`src/rtl/core/aip_pkg.sv`:
```
// ----------------------------------------------------------------------------
// aip_pkg
// Shared types and codes of the ASCII integer parser: configuration,
// parse state, phase codes, radix codes and register indexes.
// ----------------------------------------------------------------------------
package aip_pkg;

  localparam int unsigned COUNT_BITS_DEF = 16;
  localparam int unsigned MAXW_BITS      = 16;
  localparam int unsigned ADDR_BITS      = 4;

  // register indexes, byte address 4*index
  localparam logic [1:0] REG_RADIX  = 2'd0;
  localparam logic [1:0] REG_SIGNED = 2'd1;
  localparam logic [1:0] REG_BINPFX = 2'd2;
  localparam logic [1:0] REG_MAXW   = 2'd3;

  // radix_select codes
  localparam logic [2:0] SEL_AUTO = 3'd0;
  localparam logic [2:0] SEL_BIN  = 3'd1;
  localparam logic [2:0] SEL_OCT  = 3'd2;
  localparam logic [2:0] SEL_DEC  = 3'd3;
  localparam logic [2:0] SEL_HEX  = 3'd4;

  // working radix values, zero stands for automatic selection
  localparam logic [4:0] RADIX_AUTO = 5'd0;
  localparam logic [4:0] RADIX_BIN  = 5'd2;
  localparam logic [4:0] RADIX_OCT  = 5'd8;
  localparam logic [4:0] RADIX_DEC  = 5'd10;
  localparam logic [4:0] RADIX_HEX  = 5'd16;

  // parse phases
  localparam logic [2:0] PH_IDLE   = 3'd0;
  localparam logic [2:0] PH_PREFIX = 3'd1;
  localparam logic [2:0] PH_ZERO   = 3'd2;
  localparam logic [2:0] PH_XSEEN  = 3'd3;
  localparam logic [2:0] PH_BSEEN  = 3'd4;
  localparam logic [2:0] PH_DIGITS = 3'd5;

  typedef struct packed {
    logic [2:0]           radix_sel;
    logic                 signed_res;
    logic                 bin_en;
    logic [MAXW_BITS-1:0] max_width;
  } cfg_t;

  typedef struct packed {
    logic [63:0] acc;
    logic        ovf;
    logic        neg;
    logic [2:0]  phase;
    logic [4:0]  radix;
  } parse_t;

endpackage

```
`src/rtl/core/aip_step.sv`:
```
// ----------------------------------------------------------------------------
// aip_step
// One parse step: takes the current state and one character, gives the
// next state and whether a number ends on this character.
// ----------------------------------------------------------------------------
module aip_step #(
  parameter int unsigned COUNT_BITS = aip_pkg::COUNT_BITS_DEF
) (
  input  aip_pkg::cfg_t          cfg_i,
  input  aip_pkg::parse_t        state_i,
  input  logic [COUNT_BITS-1:0]  count_i,
  input  logic [COUNT_BITS-1:0]  dstart_i,
  input  logic [7:0]             char_i,
  input  logic                   first_i,
  output aip_pkg::parse_t        state_o,
  output logic [COUNT_BITS-1:0]  count_o,
  output logic [COUNT_BITS-1:0]  dstart_o,
  output logic                   emit_o
);
  import aip_pkg::*;

  localparam int unsigned CW = (COUNT_BITS > MAXW_BITS) ? COUNT_BITS : MAXW_BITS;
  localparam int unsigned LW = CW + 1;
  localparam logic [COUNT_BITS-1:0] CNT_MAX = '1;

  localparam logic [6:0] NOT_DIGIT = 7'd99;
  localparam logic [6:0] DIG_B     = 7'd11;

  localparam logic [7:0] CH_PLUS  = 8'h2B;
  localparam logic [7:0] CH_MINUS = 8'h2D;
  localparam logic [7:0] CH_ZERO  = 8'h30;
  localparam logic [7:0] CH_NINE  = 8'h39;
  localparam logic [7:0] CH_LA    = 8'h61;
  localparam logic [7:0] CH_LF    = 8'h66;
  localparam logic [7:0] CH_UA    = 8'h41;
  localparam logic [7:0] CH_UF    = 8'h46;
  localparam logic [7:0] CH_LX    = 8'h78;
  localparam logic [7:0] CH_UX    = 8'h58;
  localparam logic [7:0] CH_LB    = 8'h62;
  localparam logic [7:0] CH_UB    = 8'h42;

  function automatic logic [6:0] digit_of(input logic [7:0] c);
    logic [6:0] d;
    if (c >= CH_ZERO && c <= CH_NINE) begin
      d = 7'(c - CH_ZERO);
    end else if (c >= CH_LA && c <= CH_LF) begin
      d = 7'(c - CH_LA) + 7'd10;
    end else if (c >= CH_UA && c <= CH_UF) begin
      d = 7'(c - CH_UA) + 7'd10;
    end else begin
      d = NOT_DIGIT;
    end
    return d;
  endfunction

  function automatic logic [4:0] sel_radix(input logic [2:0] rs);
    logic [4:0] r;
    unique case (rs)
      SEL_BIN: r = RADIX_BIN;
      SEL_OCT: r = RADIX_OCT;
      SEL_DEC: r = RADIX_DEC;
      SEL_HEX: r = RADIX_HEX;
      default: r = RADIX_AUTO;
    endcase
    return r;
  endfunction

  // accumulator times radix as shifts, with one add for decimal, four spare top bits
  function automatic logic [67:0] mul_radix(input logic [63:0] a, input logic [4:0] r);
    logic [67:0] w;
    logic [67:0] p;
    w = {4'b0, a};
    unique case (r)
      RADIX_BIN: p = w << 1;
      RADIX_OCT: p = w << 3;
      RADIX_DEC: p = (w << 3) + (w << 1);
      default:   p = w << 4;
    endcase
    return p;
  endfunction

  function automatic logic at_limit(input logic [COUNT_BITS-1:0] cnt,
                                    input logic [MAXW_BITS-1:0]  mw);
    return (mw != '0) && (LW'(cnt) >= LW'(mw));
  endfunction

  function automatic logic room(input logic [COUNT_BITS-1:0] cnt,
                                input logic [MAXW_BITS-1:0]  mw);
    return (mw == '0) || ((LW'(cnt) + LW'(2)) < LW'(mw));
  endfunction

  function automatic logic [COUNT_BITS-1:0] bump1(input logic [COUNT_BITS-1:0] cnt);
    return (cnt == CNT_MAX) ? cnt : cnt + COUNT_BITS'(1);
  endfunction

  function automatic logic [COUNT_BITS-1:0] bump2(input logic [COUNT_BITS-1:0] cnt);
    return (cnt >= CNT_MAX - COUNT_BITS'(1)) ? CNT_MAX : cnt + COUNT_BITS'(2);
  endfunction

  logic [6:0]            dig;
  logic [6:0]            ldig;
  logic [4:0]            srad;
  logic [4:0]            rrad;
  logic [4:0]            lrad;
  logic                  hex_c;
  logic                  bin_c;
  logic [COUNT_BITS-1:0] base_cnt;
  logic [2:0]            phase_eff;
  logic                  use_feed;
  logic                  use_rep;
  logic                  rep_letter;
  logic [63:0]           f_acc;
  logic [COUNT_BITS-1:0] f_cnt;
  logic [4:0]            f_rad;
  logic [6:0]            f_dig;
  logic [67:0]           f_prod;
  logic [COUNT_BITS-1:0] r_cnt;
  logic [8:0]            r_acc;
  logic                  r_done;

  assign dig       = digit_of(char_i);
  assign srad      = sel_radix(cfg_i.radix_sel);
  assign rrad      = (srad == RADIX_AUTO) ? RADIX_OCT : srad;
  assign base_cnt  = first_i ? '0 : count_i;
  assign phase_eff = first_i ? PH_PREFIX : state_i.phase;
  assign hex_c     = ((srad == RADIX_AUTO) || (srad == RADIX_HEX)) &&
                     room(base_cnt, cfg_i.max_width);
  assign bin_c     = cfg_i.bin_en && ((srad == RADIX_AUTO) || (srad == RADIX_BIN)) &&
                     room(base_cnt, cfg_i.max_width);

  always_comb begin
    state_o    = state_i;
    count_o    = count_i;
    dstart_o   = dstart_i;
    emit_o     = 1'b0;
    use_feed   = 1'b0;
    use_rep    = 1'b0;
    rep_letter = 1'b0;
    ldig       = NOT_DIGIT;
    lrad       = RADIX_HEX;
    f_acc      = state_i.acc;
    f_cnt      = count_i;
    f_rad      = state_i.radix;
    f_dig      = dig;
    f_prod     = '0;
    r_cnt      = count_i;
    r_acc      = '0;
    r_done     = 1'b0;

    // a new number drops whatever was in progress
    if (first_i) begin
      state_o.acc   = '0;
      state_o.ovf   = 1'b0;
      state_o.neg   = 1'b0;
      state_o.radix = RADIX_DEC;
      state_o.phase = PH_PREFIX;
      count_o       = '0;
      dstart_o      = '0;
      f_acc         = '0;
      f_cnt         = '0;
    end

    if (first_i && (char_i == CH_PLUS || char_i == CH_MINUS)) begin
      state_o.neg = (char_i == CH_MINUS);
      count_o     = bump1('0);
      dstart_o    = count_o;
      emit_o      = at_limit(count_o, cfg_i.max_width);
    end else begin
      unique case (phase_eff)
        PH_PREFIX: begin
          if (char_i == CH_ZERO && (hex_c || bin_c)) begin
            state_o.phase = PH_ZERO;
          end else begin
            if (srad == RADIX_AUTO) begin
              f_rad = (char_i == CH_ZERO) ? RADIX_OCT : RADIX_DEC;
            end else begin
              f_rad = srad;
            end
            state_o.radix = f_rad;
            state_o.phase = PH_DIGITS;
            dstart_o      = base_cnt;
            f_cnt         = base_cnt;
            use_feed      = 1'b1;
          end
        end
        PH_ZERO: begin
          if ((char_i == CH_LX || char_i == CH_UX) && hex_c) begin
            state_o.phase = PH_XSEEN;
          end else if ((char_i == CH_LB || char_i == CH_UB) && bin_c) begin
            state_o.phase = PH_BSEEN;
          end else begin
            use_rep = 1'b1;
          end
        end
        PH_XSEEN, PH_BSEEN: begin
          lrad = (state_i.phase == PH_XSEEN) ? RADIX_HEX : RADIX_BIN;
          if (dig < 7'(lrad)) begin
            f_cnt         = bump2(count_i);
            f_rad         = lrad;
            state_o.radix = lrad;
            state_o.phase = PH_DIGITS;
            dstart_o      = f_cnt;
            use_feed      = 1'b1;
          end else begin
            use_rep    = 1'b1;
            rep_letter = 1'b1;
            ldig       = (state_i.phase == PH_XSEEN) ? NOT_DIGIT : DIG_B;
          end
        end
        PH_DIGITS: use_feed = 1'b1;
        default: ;
      endcase
    end

    if (use_feed) begin
      count_o = f_cnt;
      if (at_limit(f_cnt, cfg_i.max_width) || (f_dig >= 7'(f_rad))) begin
        emit_o = 1'b1;
      end else begin
        f_prod = mul_radix(f_acc, f_rad) + 68'(f_dig);
        // on overflow keep the old accumulator, only flag it
        if (f_prod[67:64] != 4'b0) begin
          state_o.ovf = 1'b1;
        end else begin
          state_o.acc = f_prod[63:0];
        end
        count_o = bump1(f_cnt);
        emit_o  = at_limit(count_o, cfg_i.max_width);
      end
    end

    // no prefix after all: take the held zero, the held letter, then this
    // character. Accumulator is still zero in every prefix phase.
    if (use_rep) begin
      state_o.radix = rrad;
      state_o.phase = PH_DIGITS;
      dstart_o      = count_i;
      if (at_limit(r_cnt, cfg_i.max_width)) begin
        r_done = 1'b1;
      end else begin
        r_cnt  = bump1(r_cnt);
        r_done = at_limit(r_cnt, cfg_i.max_width);
      end
      if (!r_done && rep_letter) begin
        if (ldig >= 7'(rrad)) begin
          r_done = 1'b1;
        end else begin
          r_acc  = 9'(ldig);
          r_cnt  = bump1(r_cnt);
          r_done = at_limit(r_cnt, cfg_i.max_width);
        end
      end
      if (!r_done) begin
        if (dig >= 7'(rrad)) begin
          r_done = 1'b1;
        end else begin
          r_acc  = 9'(r_acc * 9'(rrad)) + 9'(dig);
          r_cnt  = bump1(r_cnt);
          r_done = at_limit(r_cnt, cfg_i.max_width);
        end
      end
      state_o.acc = 64'(r_acc);
      count_o     = r_cnt;
      emit_o      = r_done;
    end

    if (emit_o) begin
      state_o.phase = PH_IDLE;
    end
  end

endmodule

```
`src/rtl/core/ascii_integer_parser.sv`:
```
// ----------------------------------------------------------------------------
// ascii_integer_parser
// Parses one ASCII integer per number from a byte stream, strtoull style.
// ----------------------------------------------------------------------------
// Usage:
//   Input channel (in_valid_i / in_ready_o) carries one character per
//   transaction; first_i marks the first byte of a new number. Output channel
//   (out_valid_o / out_ready_i) carries one result per finished number: value,
//   bytes consumed, match flag and saturation flag.
//   A number ends on the first byte that is not accepted as part of it, or on
//   the byte that reaches max_width; a byte with first_i low while idle is
//   dropped.
//   A result is offered from the result register once the transaction that
//   ends the number has passed the input register. Throughput: one
//   character per cycle while the result register is free or being read, set
//   by the combinational accumulate step (shift-add by the radix with its overflow check).
//   When the receiver stalls with a result waiting, the input register holds
//   and in_ready_o stays high only while that register is empty.
//   Reset clears parse state and the pipeline; registers come up as automatic
//   radix, signed clamp, binary prefix off, unlimited width.
//   Registers via the APB port at byte addresses 0, 4, 8, 12: radix_select,
//   signed_result, binary_prefix_enable, max_width. Write only between numbers
//   or with no transaction in flight.
// ----------------------------------------------------------------------------
module ascii_integer_parser #(
  parameter int unsigned COUNT_BITS = aip_pkg::COUNT_BITS_DEF
) (
  input  logic                         clk_i,
  input  logic                         rst_ni,
  input  logic                         psel,
  input  logic                         penable,
  input  logic                         pwrite,
  input  logic [aip_pkg::ADDR_BITS-1:0] paddr,
  input  logic [31:0]                  pwdata,
  output logic [31:0]                  prdata,
  output logic                         pready,
  input  logic                         in_valid_i,
  output logic                         in_ready_o,
  input  logic [7:0]                   char_byte_i,
  input  logic                         first_i,
  output logic                         out_valid_o,
  input  logic                         out_ready_i,
  output logic [63:0]                  value_o,
  output logic [15:0]                  consumed_o,
  output logic                         matched_o,
  output logic                         saturated_o
);
  import aip_pkg::*;

  localparam int unsigned CW = (COUNT_BITS > 16) ? COUNT_BITS : 16;
  localparam logic [15:0] CONS_MAX = 16'hFFFF;
  localparam logic [63:0] S64_MAX  = 64'h7FFF_FFFF_FFFF_FFFF;
  localparam logic [63:0] S64_MIN  = 64'h8000_0000_0000_0000;

  cfg_t cfg_q;

  logic                  in_valid_q;
  logic [7:0]            in_char_q;
  logic                  in_first_q;
  logic                  out_free;
  logic                  advance;

  parse_t                st_q;
  parse_t                st_d;
  logic [COUNT_BITS-1:0] cnt_q;
  logic [COUNT_BITS-1:0] cnt_d;
  logic [COUNT_BITS-1:0] ds_q;
  logic [COUNT_BITS-1:0] ds_d;
  logic                  emit;

  logic                  out_valid_q;
  logic [63:0]           out_acc_q;
  logic                  out_ovf_q;
  logic                  out_neg_q;
  logic                  out_ok_q;
  logic                  out_signed_q;
  logic [15:0]           out_cons_q;
  logic                  ok_d;
  logic [CW-1:0]         cnt_w;
  logic [15:0]           cons_d;
  logic [63:0]           lim;

  // configuration port
  assign pready = 1'b1;

  always_ff @(posedge clk_i or negedge rst_ni) begin
    if (!rst_ni) begin
      cfg_q.radix_sel  <= SEL_AUTO;
      cfg_q.signed_res <= 1'b1;
      cfg_q.bin_en     <= 1'b0;
      cfg_q.max_width  <= '0;
    end else if (psel && penable && pwrite) begin
      unique case (paddr[3:2])
        REG_RADIX:  cfg_q.radix_sel  <= pwdata[2:0];
        REG_SIGNED: cfg_q.signed_res <= pwdata[0];
        REG_BINPFX: cfg_q.bin_en     <= pwdata[0];
        REG_MAXW:   cfg_q.max_width  <= pwdata[MAXW_BITS-1:0];
      endcase
    end
  end

  always_comb begin
    unique case (paddr[3:2])
      REG_RADIX:  prdata = {29'b0, cfg_q.radix_sel};
      REG_SIGNED: prdata = {31'b0, cfg_q.signed_res};
      REG_BINPFX: prdata = {31'b0, cfg_q.bin_en};
      REG_MAXW:   prdata = {16'b0, cfg_q.max_width};
    endcase
  end

  // input register
  assign out_free   = !out_valid_q || out_ready_i;
  assign advance    = in_valid_q && out_free;
  assign in_ready_o = !in_valid_q || out_free;

  always_ff @(posedge clk_i or negedge rst_ni) begin
    if (!rst_ni) begin
      in_valid_q <= 1'b0;
    end else if (in_ready_o) begin
      in_valid_q <= in_valid_i;
    end
  end

  always_ff @(posedge clk_i) begin
    if (in_valid_i && in_ready_o) begin
      in_char_q  <= char_byte_i;
      in_first_q <= first_i;
    end
  end

  aip_step #(
    .COUNT_BITS (COUNT_BITS)
  ) u_step (
    .cfg_i    (cfg_q),
    .state_i  (st_q),
    .count_i  (cnt_q),
    .dstart_i (ds_q),
    .char_i   (in_char_q),
    .first_i  (in_first_q),
    .state_o  (st_d),
    .count_o  (cnt_d),
    .dstart_o (ds_d),
    .emit_o   (emit)
  );

  always_ff @(posedge clk_i or negedge rst_ni) begin
    if (!rst_ni) begin
      st_q.acc   <= '0;
      st_q.ovf   <= 1'b0;
      st_q.neg   <= 1'b0;
      st_q.phase <= PH_IDLE;
      st_q.radix <= RADIX_DEC;
      cnt_q      <= '0;
      ds_q       <= '0;
    end else if (advance) begin
      st_q  <= st_d;
      cnt_q <= cnt_d;
      ds_q  <= ds_d;
    end
  end

  // result register, finish arithmetic sits after it
  assign ok_d   = (cnt_d != ds_d);
  assign cnt_w  = CW'(cnt_d);
  assign cons_d = !ok_d ? 16'b0 : ((cnt_w > CW'(CONS_MAX)) ? CONS_MAX : cnt_w[15:0]);

  always_ff @(posedge clk_i or negedge rst_ni) begin
    if (!rst_ni) begin
      out_valid_q <= 1'b0;
    end else if (advance && emit) begin
      out_valid_q <= 1'b1;
    end else if (out_ready_i) begin
      out_valid_q <= 1'b0;
    end
  end

  always_ff @(posedge clk_i) begin
    if (advance && emit) begin
      out_acc_q    <= st_d.acc;
      out_ovf_q    <= st_d.ovf;
      out_neg_q    <= st_d.neg;
      out_ok_q     <= ok_d;
      out_signed_q <= cfg_q.signed_res;
      out_cons_q   <= cons_d;
    end
  end

  assign lim = out_neg_q ? S64_MIN : S64_MAX;

  always_comb begin
    value_o     = out_acc_q;
    saturated_o = 1'b0;
    if (!out_ok_q) begin
      value_o = '0;
    end else if (out_signed_q) begin
      if (out_ovf_q || out_acc_q > lim) begin
        value_o     = lim;
        saturated_o = 1'b1;
      end else if (out_neg_q) begin
        value_o = 64'b0 - out_acc_q;
      end
    end else begin
      if (out_ovf_q) begin
        value_o     = '1;
        saturated_o = 1'b1;
      end else if (out_neg_q) begin
        value_o = 64'b0 - out_acc_q;
      end
    end
  end

  assign out_valid_o = out_valid_q;
  assign consumed_o  = out_cons_q;
  assign matched_o   = out_ok_q;

  // prefix phases never carry digits yet
  a_prefix_acc_clear : assert property (@(posedge clk_i) disable iff (!rst_ni)
    (st_q.phase == PH_PREFIX || st_q.phase == PH_ZERO ||
     st_q.phase == PH_XSEEN || st_q.phase == PH_BSEEN) |-> (st_q.acc == '0 && !st_q.ovf))
    else $error("accumulator not clear before digits");

  a_dstart_order : assert property (@(posedge clk_i) disable iff (!rst_ni)
    ds_q <= cnt_q)
    else $error("digit start beyond byte count");

  a_radix_legal : assert property (@(posedge clk_i) disable iff (!rst_ni)
    (st_q.radix == RADIX_BIN || st_q.radix == RADIX_OCT ||
     st_q.radix == RADIX_DEC || st_q.radix == RADIX_HEX))
    else $error("illegal working radix");

  a_stall_holds_state : assert property (@(posedge clk_i) disable iff (!rst_ni)
    (in_valid_q && out_valid_q && !out_ready_i) |=>
      ($stable(st_q) && $stable(cnt_q) && $stable(ds_q)))
    else $error("parse state moved during output stall");

endmodule

```
`config.mk`:
```
export PLATFORM = sky130hd
export DESIGN_NAME = ascii_integer_parser
export DESIGN_NICKNAME = d
export VERILOG_FILES = /design/src/rtl/core/aip_pkg.sv /design/src/rtl/core/aip_step.sv /design/src/rtl/core/ascii_integer_parser.sv
export SDC_FILE = /design/constraint.sdc
export NUM_CORES = 1
export LEC_CHECK = 0
export BUFFER_PORTS_ARGS = -buffer_cell sky130_fd_sc_hd__buf_2
export CORE_MARGIN = 1.5
export CORE_UTILIZATION = 45
export CTS_BUF_LIST = sky130_fd_sc_hd__clkbuf_8
export DETAILED_ROUTE_END_ITERATION = 6
export PLACE_DENSITY = 0.65
export SLEW_MARGIN = 5
export SYNTH_ARGS = -nofsm -noshare
export SYNTH_HDL_FRONTEND = slang
export SYNTH_HIERARCHICAL = 1
export SYNTH_SLANG_ARGS = --single-unit
```
`constraint.sdc`:
```
create_clock -name clk_i -period 16.6 [get_ports clk_i]
set_clock_uncertainty 0.1 [all_clocks]
set_input_delay 1.66 -clock clk_i [delete_from_list [all_inputs] [get_ports clk_i]]
set_output_delay 1.66 -clock clk_i [all_outputs]
set_load 0.05 [all_outputs]
```
# Yosys cells after proc, flatten, opt, wreduce, memory -nomap -nowiden
# Index checks and enable logic that the tools add are counted.
dict set report op_classes {
  mul 1
  addsub 15
  magnitude_cmp 21
  n_mux 105
  n_eq_ne 30
  n_reduce_logical 48
}
# operator n
set op_table {}
lappend op_table {{$mux W64} 9}
lappend op_table {{$mux W16} 26}
lappend op_table {{$pmux W68 S3} 1}
lappend op_table {{$mux W68} 2}
lappend op_table {{$mux W65} 2}
lappend op_table {{$pmux W32 S4} 1}
lappend op_table {{$ge A16 B16 Y1} 6}
lappend op_table {{$mux W74} 1}
lappend op_table {{$add A67 B65 Y68} 1}
lappend op_table {{$add A68 B7 Y68} 1}
lappend op_table {{$add A16 B1 Y16 const B} 4}
lappend op_table {{$eq A16 B16 Y1 const B} 4}
lappend op_table {{$gt A64 B64 Y1} 1}
lappend op_table {{$sub A1 B64 Y64 const A} 1}
lappend op_table {{$mux W7} 8}
lappend op_table {{$mux W9} 4}
lappend op_table {{$mux W5} 7}
lappend op_table {{$eq A8 B7 Y1 const B} 4}
lappend op_table {{$pmux W16 S2} 1}
lappend op_table {{$mux W1} 28}
lappend op_table {{$eq A8 B6 Y1 const B} 3}
lappend op_table {{$mux W8} 3}
lappend op_table {{$logic_and A1 B1 Y1} 23}
lappend op_table {{$ge A7 B5 Y1} 3}
lappend op_table {{other kinds (42)} 76}
dict set report word_totals {
  register_bits 222
  out_inout_bits 117
  wordCells 241
}

# Logic depth before layout (Yosys ltp)
dict set report depth {
  depth_word 26
  mapped_depth 47
  depth_no_buf 42
}

# Hierarchy
# The synthesis kept the hierarchy.
# mod area_each_um2 cells_per_inst instances
set by_module_without_submodules {}
lappend by_module_without_submodules {aip_step 18606.6 2853 1}
lappend by_module_without_submodules {ascii_integer_parser 11352.1 923 1}

# Worst setup path after synthesis
# Ideal clock, no wire load.
dict set report synth_timing {
  path_type {register -> register}
  startpoint {register in_char_q[1]}
  endpoint {register out_cons_q[0], in the netlist consumed_o[0], enable pin}
  path_buffers 2
  arrival_time_ns 11.402
  slack_ns 4.571
  stages_incl_launch_ff 39
  path_cell_list {edfxtp_1 inv_1 ha_1 or4b_1 a311oi_1 o21ai_0 a21oi_1 o21ai_0 ha_1 a221oi_2 o31ai_2 nor3_1 clkbuf_1 a21oi_1 nor2_1 ha_1 and4_1 nor4bb_1 [3 not listed] ha_1 a21o_1 a21o_1 a21o_1 a21o_1 a21o_1 a21o_1 a21o_1 a21o_1 a21o_1 a21o_1 a21oi_1 o21ai_0 a41o_1 a21oi_1 a31oi_1 inv_1 nor2_1}
}
dict set report synth_between {
  elab_chain_len 21
  elab_cells_between_ends 85
  cone_classes {add/sub: 7; order compare: 13; eq/ne: 9; mux: 40; reduce/logical: 16}
}
# element line_no
set synth_lines {}
lappend synth_lines {{start: declaration} ascii_integer_parser.sv:58} ;# logic [7:0] in_char_q;
lappend synth_lines {{start signal: assignment} ascii_integer_parser.sv:126} ;# in_char_q <= char_byte_i;
lappend synth_lines {{$sub A7 B7 Y7 (tied with other cells)} aip_step.sv:49} ;# d = 7'(c - CH_UA) + 7'd10;
lappend synth_lines {{$add A7 B4 Y7 / $logic_and A1 B1 Y1 (equally long branches)} {aip_step.sv:49, aip_step.sv:48}}
lappend synth_lines {{$mux W7} aip_step.sv:48} ;# end else if (c >= CH_UA && c <= CH_UF) begin
lappend synth_lines {{$mux W7} aip_step.sv:46} ;# end else if (c >= CH_LA && c <= CH_LF) begin
lappend synth_lines {{$mux W7} aip_step.sv:44} ;# if (c >= CH_ZERO && c <= CH_NINE) begin
lappend synth_lines {{$lt A7 B5 Y1} aip_step.sv:197} ;# if (dig < 7'(lrad)) begin
lappend synth_lines {{$mux W7} aip_step.sv:197}
lappend synth_lines {{$mux W7} aip_step.sv:169} ;# unique case (phase_eff)
lappend synth_lines {{[6 not listed]} -}
lappend synth_lines {{$mux W16} aip_step.sv:93} ;# return (cnt == CNT_MAX) ? cnt : cnt + COUNT_BITS'(1);
lappend synth_lines {{$ge A16 B16 Y1} aip_step.sv:84} ;# return (mw != '0) && (LW'(cnt) >= LW'(mw));
lappend synth_lines {{$logic_and A1 B1 Y1} aip_step.sv:84}
lappend synth_lines {{$mux W1} aip_step.sv:254} ;# if (dig >= 7'(rrad)) begin
lappend synth_lines {{$mux W1} aip_step.sv:253} ;# if (!r_done) begin
lappend synth_lines {{$mux W1 (*)} aip_step.sv:234} ;# if (use_rep) begin
lappend synth_lines {{via emit} ascii_integer_parser.sv:69} ;# logic emit;
lappend synth_lines {{$logic_and A1 B1 Y1 (*)} ascii_integer_parser.sv:178} ;# if (advance && emit) begin
lappend synth_lines {{end signal: assignment} ascii_integer_parser.sv:184} ;# out_cons_q <= cons_d;
lappend synth_lines {{end: declaration} ascii_integer_parser.sv:77} ;# logic [15:0] out_cons_q;
# Mark *: on every way through the listed nets, which the timed path passes. The rest lies on a longest branch. The select of a mux whose other input is x is not followed.
# A chain may end at the register's enable or synchronous reset.

# Worst setup path in the final report
dict set report layout_timing {
  startpoint {register in_char_q[1]}
  endpoint {register out_acc_q[40], enable pin}
}
dict set report layout_between {
  elab_chain_len 21
  elab_cells_between_ends 85
  cone_classes {add/sub: 7; order compare: 13; eq/ne: 9; mux: 40; reduce/logical: 16}
}
# element line_no
set layout_lines {}
lappend layout_lines {{$sub A7 B7 Y7 (tied with other cells)} aip_step.sv:49}
lappend layout_lines {{$add A7 B4 Y7 / $logic_and A1 B1 Y1 (equally long branches)} {aip_step.sv:49, aip_step.sv:48}}
lappend layout_lines {{$mux W7} aip_step.sv:48}
lappend layout_lines {{$mux W7} aip_step.sv:46}
lappend layout_lines {{$mux W7} aip_step.sv:44}
lappend layout_lines {{$lt A7 B5 Y1} aip_step.sv:197}
lappend layout_lines {{$mux W7} aip_step.sv:197}
lappend layout_lines {{$mux W7} aip_step.sv:169}
lappend layout_lines {{[6 not listed]} -}
lappend layout_lines {{$mux W16} aip_step.sv:93}
lappend layout_lines {{$ge A16 B16 Y1} aip_step.sv:84}
lappend layout_lines {{$logic_and A1 B1 Y1} aip_step.sv:84}
lappend layout_lines {{$mux W1} aip_step.sv:254}
lappend layout_lines {{$mux W1} aip_step.sv:253}
lappend layout_lines {{$mux W1 (*)} aip_step.sv:234}
lappend layout_lines {{via emit} ascii_integer_parser.sv:69}
lappend layout_lines {{$logic_and A1 B1 Y1 (*)} ascii_integer_parser.sv:178}
lappend layout_lines {{end signal: assignment} ascii_integer_parser.sv:179} ;# out_acc_q <= st_d.acc;
lappend layout_lines {{end: declaration} ascii_integer_parser.sv:72} ;# logic [63:0] out_acc_q;
# Marked as above.

==> impl_metrics.toml <==
[run_status]
status = "finished, violations left"
violations = "DRC"

[final_layout]
nNetsFinal = 4141
n_fill_cell = 6488
seqCellArea_mm2 = 0.00602
multi_input_area_mm2 = 0.0224
final_cell_mix = "363 x nand2_1, 349 x a21oi_1, 290 x ha_1, 269 x nor2_1, 185 x o21ai_0"
final_common_cell = "nand2_1"
fin_area_mm2 = 0.0321
drive_gt1_share_pct = 12.9
area_delta_synth_final_pct = 7.08

[global_routing]
grt_max_degree = 104
grt_pass1_wl_um = 158000
grt_overflow_total = 0
grtUsageTotal_pct = 29.3
grt_antenna_before_repair = 3
first_global_vias = 26600

[sta]
tns_ps = 0
finalSetupViolations = 0
tightest_slew_ps = 1120
hold_violations = 0
rsz0062_at_grt = "false"
post-route-period-util_pct = 73.7
clock.fmax_ghz = 0.0817
slew_headroom_pct = 23.6
whs_ps = 399
maxSlewViolCount = 0
min_period_ps = 12240
setup_ws_ps = 4360

[clocking]
cts_sinks = 222
post_cts_buffers = 0
cts_max_level = 2
clockBufferDepth = 3
cts_hold_buf = 0
post_cts_resized = 0
cts_tree = "yes"
cts_buffers = 39
clockRootBuffer = "clkbuf_8"
cts.clk_slew.worst_paths_ps = 60
clock_latency_ps = 620

[place]
dpl.hpwl_um = 78700
pre_cts_slack_ps = 4720
port_buffers = 133
postPlaceCellArea_mm2 = 0.0312
gp_congestion = 0.995

[logic_synthesis]
synth_edf_count = 93
synth_cell_type_count = 126
ys_seq_area_share_pct = 20.1
syn-cell-area_mm2 = 0.0300
postSynthAreaPerCell_um2 = 7.93
ys_ff_latch = 222
synthCells = 3776
yosys_warnings = 6
ys_async_sr_fraction_pct = 58.1
ys.flop_type = "dfrtp_1"

[route]
ant_nets = 0
vias_per_cell = 6.41
dr.pass1.iters = 7
post-route-drc-count = 4
wl_per_cell_um = 22.1
routed_wl_um = 104000
num_vias = 30100
drt-initial-drc-count = 3558

[die]
rows = 94
die_w_um = 261
io_pins = 169
start_util_pct = 45.5
coreArea_mm2 = 0.0659
die_area_mm2 = 0.0681
die_y_um = 261

[setup_path]
cp-end-kind = "flip-flop"
r2r-start = "in_char_q[1]"
worstPathArrival_ps = 12350
r2r_end = "out_acc_q[40]"
worst_path_max_delay_cell = "a31oi_1"
path_class = "flip-flop to flip-flop"
cp_max_fo = 74
cp.required_ps = 16710
rrSetupSlack_ps = 4360
path_common_cell = "a21o_1"
slowest_delay_ps = 840
reg2reg_depth = 37
cp-start-kind = "flip-flop"

[power_and_ir_drop]
power.total_mw = 6.08
p_leak_nw = 14.0
vdd_drop_max_v = 0.000221
p_per_area_mw_per_mm2 = 190

[worst_hold_path]
hold_path_end = "st_q[45]"
holdCritStartpoint = "st_q[45]"
min_path_cells = 1
hold_path_class = "flip-flop to flip-flop"

[flow_run]
maxCapViolCount = 0
[stage by stage]
step                      util (%)  instances
after global placement        47.3       4617
after detailed placement      47.3       4617
after CTS                     48.7       4688
after global routing          48.7       4689
after floorplan                  -       3798
final                         48.7       4689
[cells by family after synthesis]
kind of cell	share of synthesized area, %
AO/OA/AOI/OAI	25.4
XOR/XNOR	8.19
adder cells (fa/ha/maj)	12.4
buffers and inverters	5.53
flip-flops	20.1
multiplexers	7.22
other	0.0501
AND/OR/NAND/NOR	21.1
[where the power goes]
part / switching [mW] / internal, mW
clock: 0.256 / 0.339
combinational: 3.02 / 1.44
sequential: 0.210 / 0.809
total: 3.49 / 2.59
[worst max path at each step]
stage / start / depth (start not counted) / end / slack (ps)
6_report: in_char_q[1] / 37 / out_acc_q[40] / 4360
5_1_grt: in_char_q[1] / 37 / out_acc_q[49] / 3700
4_1_cts: in_char_q[1] / 37 / out_neg_q / 4640
3_5_place_dp: in_char_q[1] / 37 / out_acc_q[59] / 4720
3_3_place_gp: in_char_q[1] / 37 / out_acc_q[60] / 4810
2_1_floorplan: in_char_q[1] / 38 / consumed_o[0] / 4570
[synthesized netlist by cell type (23+ instances only)]
master / count / area [um2]
o211ai_1: 32 / 240
nand3_1: 88 / 440
edfxtp_1: 93 / 2790
nand2_1: 365 / 1370
buf_4: 28 / 210
ha_1: 290 / 3630
o22ai_1: 37 / 231
xnor2_1: 134 / 1170
and2_1: 43 / 269
buf_2: 33 / 165
o21a_1: 23 / 173
nor2_1: 271 / 1020
o31ai_1: 32 / 240
nand4_1: 63 / 394
mux2i_1: 54 / 541
a31oi_1: 45 / 282
or3_1: 36 / 225
clkbuf_1: 140 / 526
a311oi_1: 23 / 201
o21ai_0: 185 / 926
mux2_2: 141 / 1590
a21oi_1: 349 / 1750
and3_1: 47 / 294
nor3_1: 99 / 495
a211oi_1: 77 / 578
nor4_1: 44 / 275
xor2_1: 146 / 1280
inv_1: 129 / 484
dfrtp_1: 126 / 3150
nand2b_1: 30 / 188
a22oi_1: 25 / 188
nor2b_1: 53 / 332
a21o_1: 93 / 698
[critical path: cells and delay by family (launching register included)]
kind                       cells  cell delay [ps]
and+or+nand+nor                7             3080
AOI/OAI and AO/OA             22             5100
buffers and inverters          3             1170
DFF                            1              490
adders and majority gates      4             1340
muxes                          1              470
[flip-flops by register name (all words and copies together) (netlist names)]
name / flops
in_valid_q: 1
out_valid_o: 1
matched_o: 1
consumed_o: 16
out_neg_q: 1
out_acc_q: 64
out_ovf_q: 1
ds_q: 16
in_first_q: 1
st_q: 74
in_char_q: 8
cnt_q: 16
cfg_q: 21
out_signed_q: 1
[area by class of cell]
class | instances | area share [%]
diodes | 1 | 0.00780
clock buffers | 47 | 2.02
clock inverters | 24 | 0.800
inverters | 131 | 1.54
multi-input cells | 3205 | 69.9
flip-flops and latches | 222 | 18.8
well taps | 864 | 3.37
repair buffers | 195 | 3.55
[routing by layer]
layer	vias up	wire length, um	GRT usage [%]
met5	-	13	0
met4	2	2690	8.08
met3	160	10700	5.37
met2	1473	40800	40.6
met1	14300	49500	45.5
li1	14100	-	-
Note: power is estimated with default switching activity, not from simulation.
